`config.mk`:
```
export PLATFORM = sky130hd
export DESIGN_NAME = wbcp_accum
export DESIGN_NICKNAME = d
export VERILOG_FILES = /design/src/design/wbcp_pkg.sv /design/src/design/wbcp_accum.sv
export SDC_FILE = /design/constraint.sdc
export NUM_CORES = 1
export LEC_CHECK = 0
export BUFFER_PORTS_ARGS = -buffer_cell sky130_fd_sc_hd__buf_2
export CAP_MARGIN = 40
export CORE_MARGIN = 4
export CORE_UTILIZATION = 40
export DETAILED_ROUTE_END_ITERATION = 16
export PLACE_DENSITY = 0.64
export SLEW_MARGIN = 10
export SYNTH_ARGS = -nofsm -noshare
export SYNTH_HDL_FRONTEND = slang
export SYNTH_SLANG_ARGS = --single-unit
export TNS_END_PERCENT = 5
```
`constraint.sdc`:
```
create_clock -name clk -period 14.93 [get_ports clk]
set_input_delay 2.986 -clock clk [delete_from_list [all_inputs] [get_ports clk]]
set_output_delay 2.986 -clock clk [all_outputs]
set_load 0.005 [all_outputs]
```
`src/design/wbcp_pkg.sv`:
```
// Package for the weighted base count pileup block.
// Holds the field widths, the code and slot constants, the weight ROM and the stage-to-stage types.
// No dependencies; every other design file imports it.
package wbcp_pkg;

    // Sizing of the accumulators and the weights
    localparam int unsigned MAX_DEPTH        = 8192;
    localparam int unsigned WEIGHT_FRAC_BITS = 16;

    localparam int unsigned POS_W   = 32;
    localparam int unsigned QUAL_W  = 8;
    localparam int unsigned KIND_W  = 2;
    localparam int unsigned CODE_W  = 4;
    localparam int unsigned COUNT_W = 16;

    localparam int unsigned NUM_SUMS = 6;
    localparam int unsigned SUM_W    = $clog2(MAX_DEPTH) + WEIGHT_FRAC_BITS;
    localparam int unsigned MUL_W    = 2 * WEIGHT_FRAC_BITS;
    localparam int unsigned CONV_W   = (SUM_W + 4 > WEIGHT_FRAC_BITS + COUNT_W) ?
                                       SUM_W + 4 : WEIGHT_FRAC_BITS + COUNT_W;

    localparam logic [SUM_W-1:0] SUM_LIMIT =
        SUM_W'((64'(MAX_DEPTH) << WEIGHT_FRAC_BITS) - 64'd1);
    localparam logic [MUL_W-1:0] MUL_HALF = MUL_W'(64'd1 << (WEIGHT_FRAC_BITS - 1));
    localparam logic [CONV_W-1:0] CONV_HALF = CONV_W'(64'd1 << (WEIGHT_FRAC_BITS - 1));
    localparam logic [COUNT_W-1:0] COUNT_MAX = '1;

    // Indel kinds
    localparam logic [KIND_W-1:0] INDEL_INSERT = 2'd1;
    localparam logic [KIND_W-1:0] INDEL_DELETE = 2'd2;

    // One-hot base codes
    localparam logic [CODE_W-1:0] BASE_A = 4'd1;
    localparam logic [CODE_W-1:0] BASE_C = 4'd2;
    localparam logic [CODE_W-1:0] BASE_G = 4'd4;
    localparam logic [CODE_W-1:0] BASE_T = 4'd8;

    // Accumulator slots
    localparam int unsigned SLOT_A   = 0;
    localparam int unsigned SLOT_C   = 1;
    localparam int unsigned SLOT_G   = 2;
    localparam int unsigned SLOT_T   = 3;
    localparam int unsigned SLOT_INS = 4;
    localparam int unsigned SLOT_DEL = 5;

    // Weight ROM: entry q = 1 - e^(-0.1*q) in unsigned Q0.F
    localparam logic [63:0] EXP_STEP_Q32 = 64'd3886247119;
    localparam logic [63:0] WEIGHT_MAX   = (64'd1 << WEIGHT_FRAC_BITS) - 64'd1;

    typedef logic [255:0][WEIGHT_FRAC_BITS-1:0] weight_rom_t;

    function automatic weight_rom_t build_weight_rom();
        weight_rom_t rom;
        logic [63:0] e;
        logic [63:0] r;
        logic [63:0] w;
        rom = '0;
        e   = 64'd1 << 32;
        for (int q = 1; q < 256; q++)
        begin
            e = (e * EXP_STEP_Q32 + (64'd1 << 31)) >> 32;
            r = (64'd1 << 32) - e;
            w = (r + (64'd1 << (31 - WEIGHT_FRAC_BITS))) >> (32 - WEIGHT_FRAC_BITS);
            if (w > WEIGHT_MAX)
            begin
                w = WEIGHT_MAX;
            end
            rom[q] = w[WEIGHT_FRAC_BITS-1:0];
        end
        return rom;
    endfunction

    localparam weight_rom_t WEIGHT_ROM = build_weight_rom();

    // Weighted contribution of one entry, headed for the accumulators
    typedef struct packed {
        logic                        valid;
        logic                        last;
        logic [POS_W-1:0]            position;
        logic [NUM_SUMS-1:0]         slot;
        logic [WEIGHT_FRAC_BITS-1:0] value;
    } contrib_t;

    // Closed column: final sums waiting for conversion
    typedef struct packed {
        logic                            valid;
        logic [POS_W-1:0]                position;
        logic [NUM_SUMS-1:0][SUM_W-1:0]  sums;
    } snap_t;

endpackage

```
`src/design/wbcp_accum.sv`:
```
// Six saturating column accumulators and the register that holds a closed column's sums.
// Depends on wbcp_pkg; sits between wbcp_weight_stage and wbcp_count_out.
module wbcp_accum
    import wbcp_pkg::*;
(
    input  logic      clk,
    input  logic      rst_n,
    input  contrib_t  contrib,
    output logic      contrib_take,
    output snap_t     snap,
    input  logic      snap_take
);

    logic [NUM_SUMS-1:0][SUM_W-1:0] sums_reg;
    logic [NUM_SUMS-1:0][SUM_W-1:0] sums_next;
    logic [SUM_W:0]                 wide_sum;

    logic                           snap_valid_reg;
    logic [POS_W-1:0]               snap_position_reg;
    logic [NUM_SUMS-1:0][SUM_W-1:0] snap_sums_reg;

    logic                           close_column;

    // A closing entry waits until the snapshot register is free
    assign contrib_take = contrib.valid &&
                          (!contrib.last || !snap_valid_reg || snap_take);
    assign close_column = contrib_take && contrib.last;

    // Add the contribution to its sum, saturate at the depth limit
    always_comb
    begin
        wide_sum = '0;
        for (int k = 0; k < NUM_SUMS; k++)
        begin
            wide_sum = {1'b0, sums_reg[k]};
            if (contrib.slot[k])
            begin
                wide_sum = wide_sum + (SUM_W + 1)'(contrib.value);
            end
            if (wide_sum > {1'b0, SUM_LIMIT})
            begin
                sums_next[k] = SUM_LIMIT;
            end
            else
            begin
                sums_next[k] = wide_sum[SUM_W-1:0];
            end
        end
    end

    // Accumulate; clear when the column closes
    always_ff @(posedge clk or negedge rst_n)
    begin
        if (!rst_n)
        begin
            sums_reg <= '0;
        end
        else if (close_column)
        begin
            sums_reg <= '0;
        end
        else if (contrib_take)
        begin
            sums_reg <= sums_next;
        end
    end

    // Hold the closed column until conversion takes it
    always_ff @(posedge clk or negedge rst_n)
    begin
        if (!rst_n)
        begin
            snap_valid_reg <= 1'b0;
        end
        else if (close_column)
        begin
            snap_valid_reg <= 1'b1;
        end
        else if (snap_take)
        begin
            snap_valid_reg <= 1'b0;
        end
    end

    always_ff @(posedge clk)
    begin
        if (close_column)
        begin
            snap_position_reg <= contrib.position;
            snap_sums_reg     <= sums_next;
        end
    end

    assign snap.valid    = snap_valid_reg;
    assign snap.position = snap_position_reg;
    assign snap.sums     = snap_sums_reg;

endmodule

```
# [Word level (Yosys, flattened, before mapping)]
# Index checks and enable logic that the tools add are counted.
[word_totals] inputBits=59 elab_cells=50 reg_bits=381 out_inout_bits=208
[classes] mux=16 addsub=6 magnitude_cmp=6 n_reduce_logical=8
[op_table] operator="$mux W174" count=2
[op_table] operator="$add A29 B16 Y30" count=6
[op_table] operator="$gt A30 B29 Y1 const B" count=6
[op_table] operator="$mux W30" count=6
[op_table] operator="$mux W29" count=6
[op_table] operator="$reduce_bool A2 Y1" count=2
[op_table] operator="$logic_and A1 B1 Y1" count=2
[op_table] operator="$logic_not A1 Y1" count=2
[op_table] operator="$logic_or A1 B1 Y1" count=2
[op_table] operator="$mux W1" count=2

# [Depth between registers and ports, before layout]
# Gate-level depths: netlist of run 1.
[depth] ltp_word=6 ltp_mapped=12 depth_no_buf=11

# [Least setup slack after synthesis of run 1]
# OpenSTA, ideal clock, no wires.
[synth_path] path_type="in2reg" start="input contrib[54] (netlist name)" end="register sums_reg[80] (netlist name)" t_arrival_ns=10.096 path_slack_ns=4.402 stages=10 t_required_ns=14.499 setup_time_ns=0.431 path_buffers=4 path_cell_list="buf_2 -> clkinv_1 -> o21ai_0 -> clkbuf_1 -> inv_1 -> nand2_1 -> inv_1 -> buf_2 -> buf_1 -> nor3_1"
[synth_via] elab_chain_cells=6 word_cells_on_any_way=7 classes_between="mux (1); reduce/logical (6)"
[synth_lines] element="start, declared" line_no="wbcp_accum.sv:8" source="input contrib_t contrib,"
[synth_lines] element="$logic_not A1 Y1" line_no="wbcp_accum.sv:26" source="(!contrib.last || !snap_valid_reg || snap_take);"
[synth_lines] element="$logic_or A1 B1 Y1 (2 in a row)" line_no="wbcp_accum.sv:26"
[synth_lines] element="$logic_and A1 B1 Y1" line_no="wbcp_accum.sv:25" source="assign contrib_take = contrib.valid &&"
[synth_lines] element="$logic_and A1 B1 Y1 (*)" line_no="wbcp_accum.sv:27" source="assign close_column = contrib_take && contrib.last;"
[synth_lines] element="via close_column" line_no="wbcp_accum.sv:22" source="logic close_column;"
[synth_lines] element="$mux W174 / $reduce_bool A2 Y1 (equally long branches)"
[synth_lines] element="end signal, assigned" line_no="wbcp_accum.sv:64" source="sums_reg <= sums_next;"
[synth_lines] element="end, declared" line_no="wbcp_accum.sv:14" source="logic [NUM_SUMS-1:0][SUM_W-1:0] sums_reg;"
# Mark *: on every way through the listed nets, which the timed path passes. The rest lies on a longest branch.
# A chain may end at the register's enable or synchronous reset.

# [Final worst setup path of run 1]
[layout_path] start="input contrib[54] (netlist name)" end="output contrib_take"
[layout_via] elab_chain_cells=4
[layout_lines] element="$logic_not A1 Y1" line_no="wbcp_accum.sv:26"
[layout_lines] element="$logic_or A1 B1 Y1 (2 in a row)" line_no="wbcp_accum.sv:26"
[layout_lines] element="$logic_and A1 B1 Y1" line_no="wbcp_accum.sv:25"
[layout_lines] element="end, declared" line_no="wbcp_accum.sv:9" source="output logic contrib_take,"
# Every way passes these cells.

==> results of run 1 <==
## cells in the mapped netlist, types with 13 or more instances
library cell    n
a211oi_1       19
a21o_1         71
a21oi_1       199
a22o_1         13
a31oi_1        23
and2_1         17
and3_1         41
buf_2          19
clkbuf_1       78
dfrtp_1       175
edfxtp_1      206
ha_1           96
inv_1          54
mux2i_1        48
nand2_1       340
nand2b_1       18
nand3_1        56
nand4_1        22
nor2_1        138
nor2b_1        20
nor3_1         37
o211ai_1       17
o21a_1         26
o21ai_0       169
o31ai_1        13
xnor2_1        82
xor2_1         46
## per-stage QoR
step                hold slack, ns  power [µW]
floorplan                    0.464        1920
global placement             0.479        2140
detailed placement           0.490        2160
CTS                          0.503        3290
global route                 0.526        3440
finish                       0.500        3260
## power by group
part | internal [µW] | switching (µW)
Sequential | 1250 | 68.2
Combinational | 337 | 499
Clock | 665 | 441
## critical path, stage by stage
cell and delay (ns):
buf_2 0.08, buf_4 0.47, clkinv_1 0.80, o21ai_4 0.38, inv_2 0.09, buf_2 0.14
## kinds of logic after synthesis
group | Yosys count | synth area share
adder cells (fa/ha/maj) | 102 | 0.0600
XOR/XNOR | 128 | 0.0509
flip-flops | 381 | 0.480
AND/OR/NAND/NOR | 739 | 0.154
AO/OA/AOI/OAI | 670 | 0.198
buffers and inverters | 167 | 0.0306
multiplexers | 59 | 0.0274
## layout make-up
class	count	area (µm²)	area share
multi-input combinational	1698	10800	0.423
clock buffer	57	1230	0.0482
clock inverter	21	233	0.00910
tap	696	871	0.0341
timing repair buffer	291	1620	0.0634
sequential	381	10600	0.413
inverter	56	218	0.00852
## layer usage
metal,wire length (µm),up-vias
met1,28200,8901
met4,2160,2
met3,4040,116
met5,12,-
met2,30700,586
li1,-,8657
## path summary, 6_finish.rpt
kind / startpoint / to / slack, ns / depth (start not counted)
setup / recovery: contrib[54] / contrib_take / 6.98 / 6
hold / removal: sums_reg[37] / sums_reg[37] / 0.50 / 2
setup reg to reg: snap_valid_reg / sums_reg[84] / 10.77 / 12
hold reg to reg: sums_reg[37] / sums_reg[37] / 0.50 / 2
max in group asynchronous: rst_n / sums_reg[11] / 11.34 / 2
min in group asynchronous: rst_n / sums_reg[152] / 2.41 / 1
==> flow_metrics.tcl, run 1 <==
set metrics [dict create \
    final_hold_viol_count 0 \
    hold_class "reg2reg" \
    die_area_mm2 0.0589 \
    path_max_fanout 36 \
    nNetsFinal 2632 \
    hpwl_um 44400 \
    nFillCells 5032 \
    syn_avg_cell_area_um2 9.81 \
    cp-start-kind "input pin" \
    drc 0 \
    worstPathRequired_ns 11.94 \
    fin_area_mm2 0.0256 \
    fin_util 0.472 \
    yosysTopAreaCell "edfxtp_1" \
    post_drt_via_cell_ratio 5.71 \
    area_growth_pct 16.0 \
    seq_area_frac_synth 0.480 \
    post_dp_cell_area_mm2 0.0241 \
    synth_cell_type_count 88 \
    leakagePower_uw 0.0116 \
    gp_congestion 0.899 \
    cts_buffers 43 \
    drt-pass1-iter-count 6 \
    dp_worst_setup_slack_ns 7.01 \
    synthFlopType "edfxtp_1" \
    setup_slack_ns 6.98 \
    top_usage_layer "met2" \
    max_cap_violations 0 \
    postSynthNetCount 2407 \
    synth_seq_cells 381 \
    synth-async-reset-ratio 0.459 \
    endpoint_kind "primary output" \
    core-area_mm2 0.0541 \
    fp.dieW_um 243 \
    clk_latency_ns 0.58 \
    synthCells 2246 \
    final_common_cell "nand2_1" \
    die_h_um 243 \
    final_cell_mix "340 x nand2_1, 265 x buf_2, 206 x edfxtp_1" \
    drt-total-wl_um 65200 \
    ctsResizeCount 0 \
    vdd_drop_max_uv 69.3 \
    num_rows 85 \
    met1_usage 0.286 \
    powerDensity_mw_per_mm2 127 \
    grtUsageTotal 0.214 \
    synth_top_area_share 0.281 \
    dp_cells 3122 \
    wl_per_cell_um 20.4 \
    fin_crit_sh 0.533 \
    h-tree-depth 2 \
    rsz0062_at_grt "false" \
    post_cts_buffers 0 \
    cts_tree "built" \
    antenna_found_initial 1 \
    syn_area_mm2 0.0220 \
    ctsRootBufferMaster "clkbuf_16" \
    synth_edf_count 206 \
    setup_viol 0 \
    grt_pass1_wl_um 101000 \
    grtUsageMet3 0.0382 \
    maxSlewViolCount 0 \
    drt_first_iter_violations 1654 \
    use_met2 0.355 \
    status "complete, no violations" \
    via_count 18262 \
    grt-ovfl-total 0 \
    fin_worst_skew_ns 0.0249 \
    synthTopCellsByArea "edfxtp_1 28%, dfrtp_1 20%, nand2_1 5.8%, ha_1 5.5%, a21oi_1 4.5%" \
    clock_sinks 381 \
    io_pins 267 \
    period_needed_ns 7.95 \
    drtAntennaViolNets 0 \
    path_class "in2out" \
    max_freq_ghz 0.126 \
    max-slew-margin-rel 0.384 \
    initial_core_util 0.407 \
    antenna_cells 0 \
    drive_gt1_frac 0.166 \
    io_buffer_count 266 \
    fin_cells 3200 \
    fin_tns_setup_ns 0 \
    tightestPinTransition_ns 0.922 \
    cp.arrival_ns 4.97 \
    cts.path.max_buffers 3 \
    grt_pass1_vias 17471 \
    hold_buffers 0 \
    clk_pin_slew_worst_paths_ns 0.05 \
    grt_max_degree 110 \
    yosysWarnings 0 \
]
(Power assumes the default switching activity.)
==> run 2, diff against run 1 <==
--- a/config.mk
+++ b/config.mk
@@ -5,12 +5,13 @@
 export SDC_FILE = /design/constraint.sdc
 export NUM_CORES = 1
 export LEC_CHECK = 0
+export ABC_AREA = 1
 export BUFFER_PORTS_ARGS = -buffer_cell sky130_fd_sc_hd__buf_2
 export CAP_MARGIN = 40
 export CORE_MARGIN = 4
 export CORE_UTILIZATION = 40
 export DETAILED_ROUTE_END_ITERATION = 16
-export PLACE_DENSITY = 0.64
+export PLACE_DENSITY = 0.66
 export SLEW_MARGIN = 10
 export SYNTH_ARGS = -nofsm -noshare
 export SYNTH_HDL_FRONTEND = slang
==> constraint.sdc (replaced) <==
create_clock -name clk -period 6.9 [get_ports clk]
set_input_delay 1.38 -clock clk [delete_from_list [all_inputs] [get_ports clk]]
set_output_delay 1.38 -clock clk [all_outputs]
set_load 0.005 [all_outputs]
==> run 2 against run 1 <==
  * Clock skew shrank 0.0072 ns
  * Via count grew 9.8%
  * First-iteration DRC count shrank 23%
  * Critical path depth shrank 1
==> flow_metrics.tcl, run 2 <==
set metrics [dict create \
    synthTopCellsByCount "1,156 x nand2_1, 270 x inv_1, 262 x nand3_1" \
    synth_edf_count 206 \
    setup_slack_ns 3.17 \
    rsz0062_at_grt "false" \
    grt_pass1_vias 18819 \
    gp_congestion 0.909 \
    drive_gt1_frac 0.137 \
    nNetsFinal 3335 \
    grtUsageTotal 0.209 \
    tightestPinTransition_ns 0.806 \
    hold_buffers 0 \
    max-slew-margin-rel 0.463 \
    grt-ovfl-total 0 \
    timing.hold.ws_ns 0.505 \
    cts_buffers 44 \
    clock_sinks 381 \
    final_common_cell "nand2_1" \
    syn_area_mm2 0.0229 \
    fin_worst_skew_ns 0.0177 \
    synth-async-reset-ratio 0.459 \
    die_area_mm2 0.0611 \
    syn_avg_cell_area_um2 7.82 \
    max_cap_violations 0 \
    final_cell_mix "1,156 x nand2_1, 269 x inv_1, 265 x buf_2" \
    yosysTopAreaCell "edfxtp_1" \
    fin_area_mm2 0.0265 \
    cts_tree "built" \
    die_h_um 247 \
    fp.dieW_um 247 \
    ctsRootBufferMaster "clkbuf_16" \
    ctsResizeCount 0 \
    dp_worst_setup_slack_ns 2.73 \
    drt-pass1-iter-count 5 \
    wl_per_cell_um 16.3 \
    period_needed_ns 3.73 \
    status "complete, no violations" \
    antenna_cells 0 \
    hpwl_um 46200 \
    cts.path.max_buffers 3 \
    clk_latency_ns 0.57 \
    grt_pass1_wl_um 102000 \
    hold_class "reg2reg" \
    cp-start-kind "input pin" \
    path_max_fanout 14 \
    synth_seq_cells 381 \
    io_buffer_count 266 \
    drt_first_iter_violations 1269 \
    synth_cell_type_count 49 \
    vdd_drop_max_uv 154 \
    seq_area_frac_synth 0.462 \
    powerDensity_mw_per_mm2 251 \
    drt-total-wl_um 64700 \
    drtAntennaViolNets 0 \
    final_hold_viol_count 0 \
    synthTopCellsByArea "edfxtp_1 27%, dfrtp_1 19%, nand2_1 19%, nand3_1 5.7%, ha_1 5.3%" \
    yosysWarnings 0 \
    fin_crit_sh 0.541 \
    post_drt_via_cell_ratio 5.06 \
    io_pins 267 \
    synth_top_area_share 0.271 \
    setup_viol 0 \
    synth_most_common_cell "nand2_1" \
    max_freq_ghz 0.268 \
    postSynthNetCount 3084 \
    area_growth_pct 15.8 \
    cp.arrival_ns 2.35 \
    leakagePower_uw 0.0128 \
    num_rows 87 \
    synthCells 2923 \
    worstPathRequired_ns 5.52 \
    endpoint_kind "primary output" \
    grt_max_degree 97 \
    post_dp_cell_area_mm2 0.0250 \
    synthFlopType "edfxtp_1" \
    drc 0 \
    via_count 20050 \
    core-area_mm2 0.0565 \
    clk_pin_slew_worst_paths_ns 0.06 \
    fin_tns_setup_ns 0 \
    h-tree-depth 2 \
    antenna_found_initial 0 \
    path_class "in2out" \
    post_cts_buffers 0 \
    initial_core_util 0.405 \
    maxSlewViolCount 0 \
]
run 2: worst paths after layout:
kind / slack [ns] / depth (start not counted) / endpoint / startpoint
min in group asynchronous: 0.81 / 1 / sums_reg[48] / rst_n
hold / removal: 0.51 / 2 / sums_reg[97] / sums_reg[97]
setup reg to reg: 4.09 / 10 / snap[68] / sums_reg[68]
hold reg to reg: 0.51 / 2 / sums_reg[97] / sums_reg[97]
max in group asynchronous: 4.79 / 2 / sums_reg[114] / rst_n
setup / recovery: 3.17 / 5 / contrib_take / contrib[54]
run 2: metal layers:
metal / track usage / wire [µm] / vias to the layer above
met4: 0.0569 / 1680 / 0
li1: - / - / 10122
met3: 0.0372 / 4070 / 97
met2: 0.333 / 28700 / 515
met1: 0.296 / 30300 / 9316
met5: 0 / 0 / -
run 2: worst max-delay path: stages:
cell and delay (ns):
buf_2 0.13, inv_1 0.07, o31ai_4 0.27, inv_2 0.25, buf_2 0.22
run 2: kinds of logic (layout without fill, tap and decap cells):
logic type      after synthesis  count (layout)  synth area share
compound gates              249             249            0.0573
xor+xnor                     31              31            0.0119
fa+ha+maj                   102             102            0.0578
buf+inv                     354             639            0.0638
flops                       381             381             0.462
mux                           1               1          0.000438
simple gates               1805            1805             0.347
run 2: cell type report:
class / instances / area [µm²]
fill: 5617 / 30000
timing repair buffer: 284 / 1550
tap: 756 / 946
inverter: 275 / 1040
multi-input combinational: 2188 / 10900
clock inverter: 22 / 251
clock buffer: 58 / 1270
sequential: 381 / 10600
run 2: where the power goes:
group	switching, µW	internal (µW)
Combinational	979	504
Sequential	110	2620
Clock	966	1480
run 2: through the flow:
stage           util  total power, µW  instances
2_1_floorplan      -             3780       2923
3_3_place_gp   0.440             4230       3879
3_5_place_dp   0.442             4240       3884
4_1_cts        0.469             6720       3964
5_1_grt        0.469             7040       3964
6_report       0.469             6650       3964
==> run 3, diff against run 2 <==
--- a/config.mk
+++ b/config.mk
@@ -11,7 +11,7 @@
 export CORE_MARGIN = 4
 export CORE_UTILIZATION = 40
 export DETAILED_ROUTE_END_ITERATION = 16
-export PLACE_DENSITY = 0.66
+export PLACE_DENSITY = 0.64
 export SLEW_MARGIN = 10
 export SYNTH_ARGS = -nofsm -noshare
 export SYNTH_HDL_FRONTEND = slang
==> constraint.sdc (replaced) <==
create_clock -name clk -period 3.6 [get_ports clk]
set_input_delay 0.72 -clock clk [delete_from_list [all_inputs] [get_ports clk]]
set_output_delay 0.72 -clock clk [all_outputs]
set_load 0.005 [all_outputs]
==> run 3 against run 2 <==
  * Core utilization hardly changed
  * Sequential share of layout area hardly changed
  * Sequential power is 92% higher
  * Sequential cell count did not move
  * Global-route usage grew 0.23 points
  * Largest cell class unchanged
==> flow_metrics.tcl, run 3 (synthesized netlist as in run 2, its figures left out) <==
set metrics [dict create \
    hold_class "in2async" \
    path_class "in2reg" \
    fin_worst_skew_ns 0.0159 \
    period_needed_ns 2.65 \
    cts_buffers 45 \
    ctsResizeCount 0 \
    grtUsageTotal 0.212 \
    antenna_found_initial 0 \
    gp_congestion 0.902 \
    nFillCells 5584 \
    p_total_uw 12400 \
    core-area_mm2 0.0565 \
    drt-pass1-iter-count 6 \
    max_freq_ghz 0.377 \
    num_rows 87 \
    area_growth_pct 15.8 \
    maxSlewViolCount 0 \
    final_cell_mix "1,155 x nand2_1, 269 x inv_1, 265 x buf_2" \
    cts.path.max_buffers 3 \
    drt_first_iter_violations 1468 \
    grt_max_degree 142 \
    worstPathRequired_ns 3.90 \
    clock_sinks 381 \
    drtAntennaViolNets 0 \
    cp.arrival_ns 2.96 \
    post_drt_via_cell_ratio 5.08 \
    nNetsFinal 3354 \
    fp.dieW_um 247 \
    fin_util 0.469 \
    drt-total-wl_um 65400 \
    fin_crit_sh 0.736 \
    reg2reg_to "snap[20]" \
    clk_pin_slew_worst_paths_ns 0.06 \
    max_cap_violations 0 \
    powerDensity_mw_per_mm2 470 \
    hpwl_um 46000 \
    path_max_fanout 6 \
    antenna_cells 0 \
    multiInputGateArea_mm2 0.0109 \
    max-slew-margin-rel 0.495 \
    leakagePower_uw 0.0128 \
    setup_viol 0 \
    endpoint_kind "flip-flop" \
    final_hold_viol_count 0 \
    tightestPinTransition_ns 0.757 \
    io_buffer_count 266 \
    wl_per_cell_um 16.4 \
    grt_pass1_wl_um 103000 \
    r2r_slack_ns 1.07 \
    regArea_mm2 0.0106 \
    fin_area_mm2 0.0265 \
    io_pins 267 \
    grt_pass1_vias 19166 \
    grt-ovfl-total 0 \
    vdd_drop_max_uv 346 \
    h-tree-depth 2 \
    cts_tree "built" \
    post_cts_buffers 0 \
    cp-start-kind "input pin" \
    rsz0062_at_grt "false" \
    timing.rr.start "sums_reg[0]" \
    status "complete, no violations" \
    initial_core_util 0.405 \
    final_common_cell "nand2_1" \
    ctsRootBufferMaster "clkbuf_16" \
    drive_gt1_frac 0.139 \
    hold_buffers 0 \
    r2r_cells 13 \
    via_count 20214 \
    die_h_um 247 \
    clk_latency_ns 0.57 \
    post_dp_cell_area_mm2 0.0251 \
    die_area_mm2 0.0611 \
    drc 0 \
]
-- run 3: changes by cell type in the layout (fill, tap and decap cells not counted), sizes merged --
cell,delta
buf,+18
bufinv,-2
clkbuf,+1
clkinv,+6
clkinvlp,-1
inv,-3
-- run 3: how the worst max path moves through the flow --
stage | startpoint | end | cells past startpoint
global placement | contrib[0] | snap[138] | 14
floorplan | snap_take | snap[0] | 4
global route | contrib[0] | sums_reg[16] | 16
finish | contrib[0] | snap[138] | 14
detailed placement | contrib[0] | snap[140] | 14
CTS | snap_valid_reg | contrib_take | 5
-- run 3: through the flow --
step	hold WS (ns)	TNS (ns)	setup WS (ns)	instances
global placement	0.490	0	0.414	3902
finish	0.187	0	0.950	3983
detailed placement	0.497	0	0.390	3902
global route	0.215	0	0.770	3983
floorplan	0.424	-227.06	-1.10	2923
CTS	0.188	0	0.946	3983
-- run 3: metal layers --
metal / share of wire / GRT usage / wire (µm)
met5: 0.0024 / 0.0188 / 156
met3: 0.068 / 0.0363 / 4410
met2: 0.44 / 0.336 / 28900
met1: 0.46 / 0.300 / 30300
met4: 0.023 / 0.0537 / 1510
-- run 3: worst max-delay path: stages --
cell     delay, ns
buf_2         0.24
ha_1          0.32
inv_1         0.08
fa_1          0.43
inv_1         0.13
nand3_1       0.08
nand2_1       0.11
nand2_1       0.06
nand2_1       0.11
nand2_1       0.08
nand2_2       0.13
nand2_1       0.12
o21ai_0       0.23
nand3_2       0.11
-- run 3: report_power, final --
part | total (µW) | internal, µW | leakage, µW | switching (µW)
clock network | 4360 | 2560 | 0.000686 | 1800
logic | 2850 | 982 | 0.00783 | 1870
registers | 5230 | 5010 | 0.00429 | 216
-- run 3: area by class of cell --
class,count,area share
clock buffers,59,0.0456
flip-flops and latches,381,0.399
well taps,756,0.0357
repair buffers,302,0.0636
inverters,275,0.0391
multi-input cells,2188,0.410
clock inverters,22,0.00676
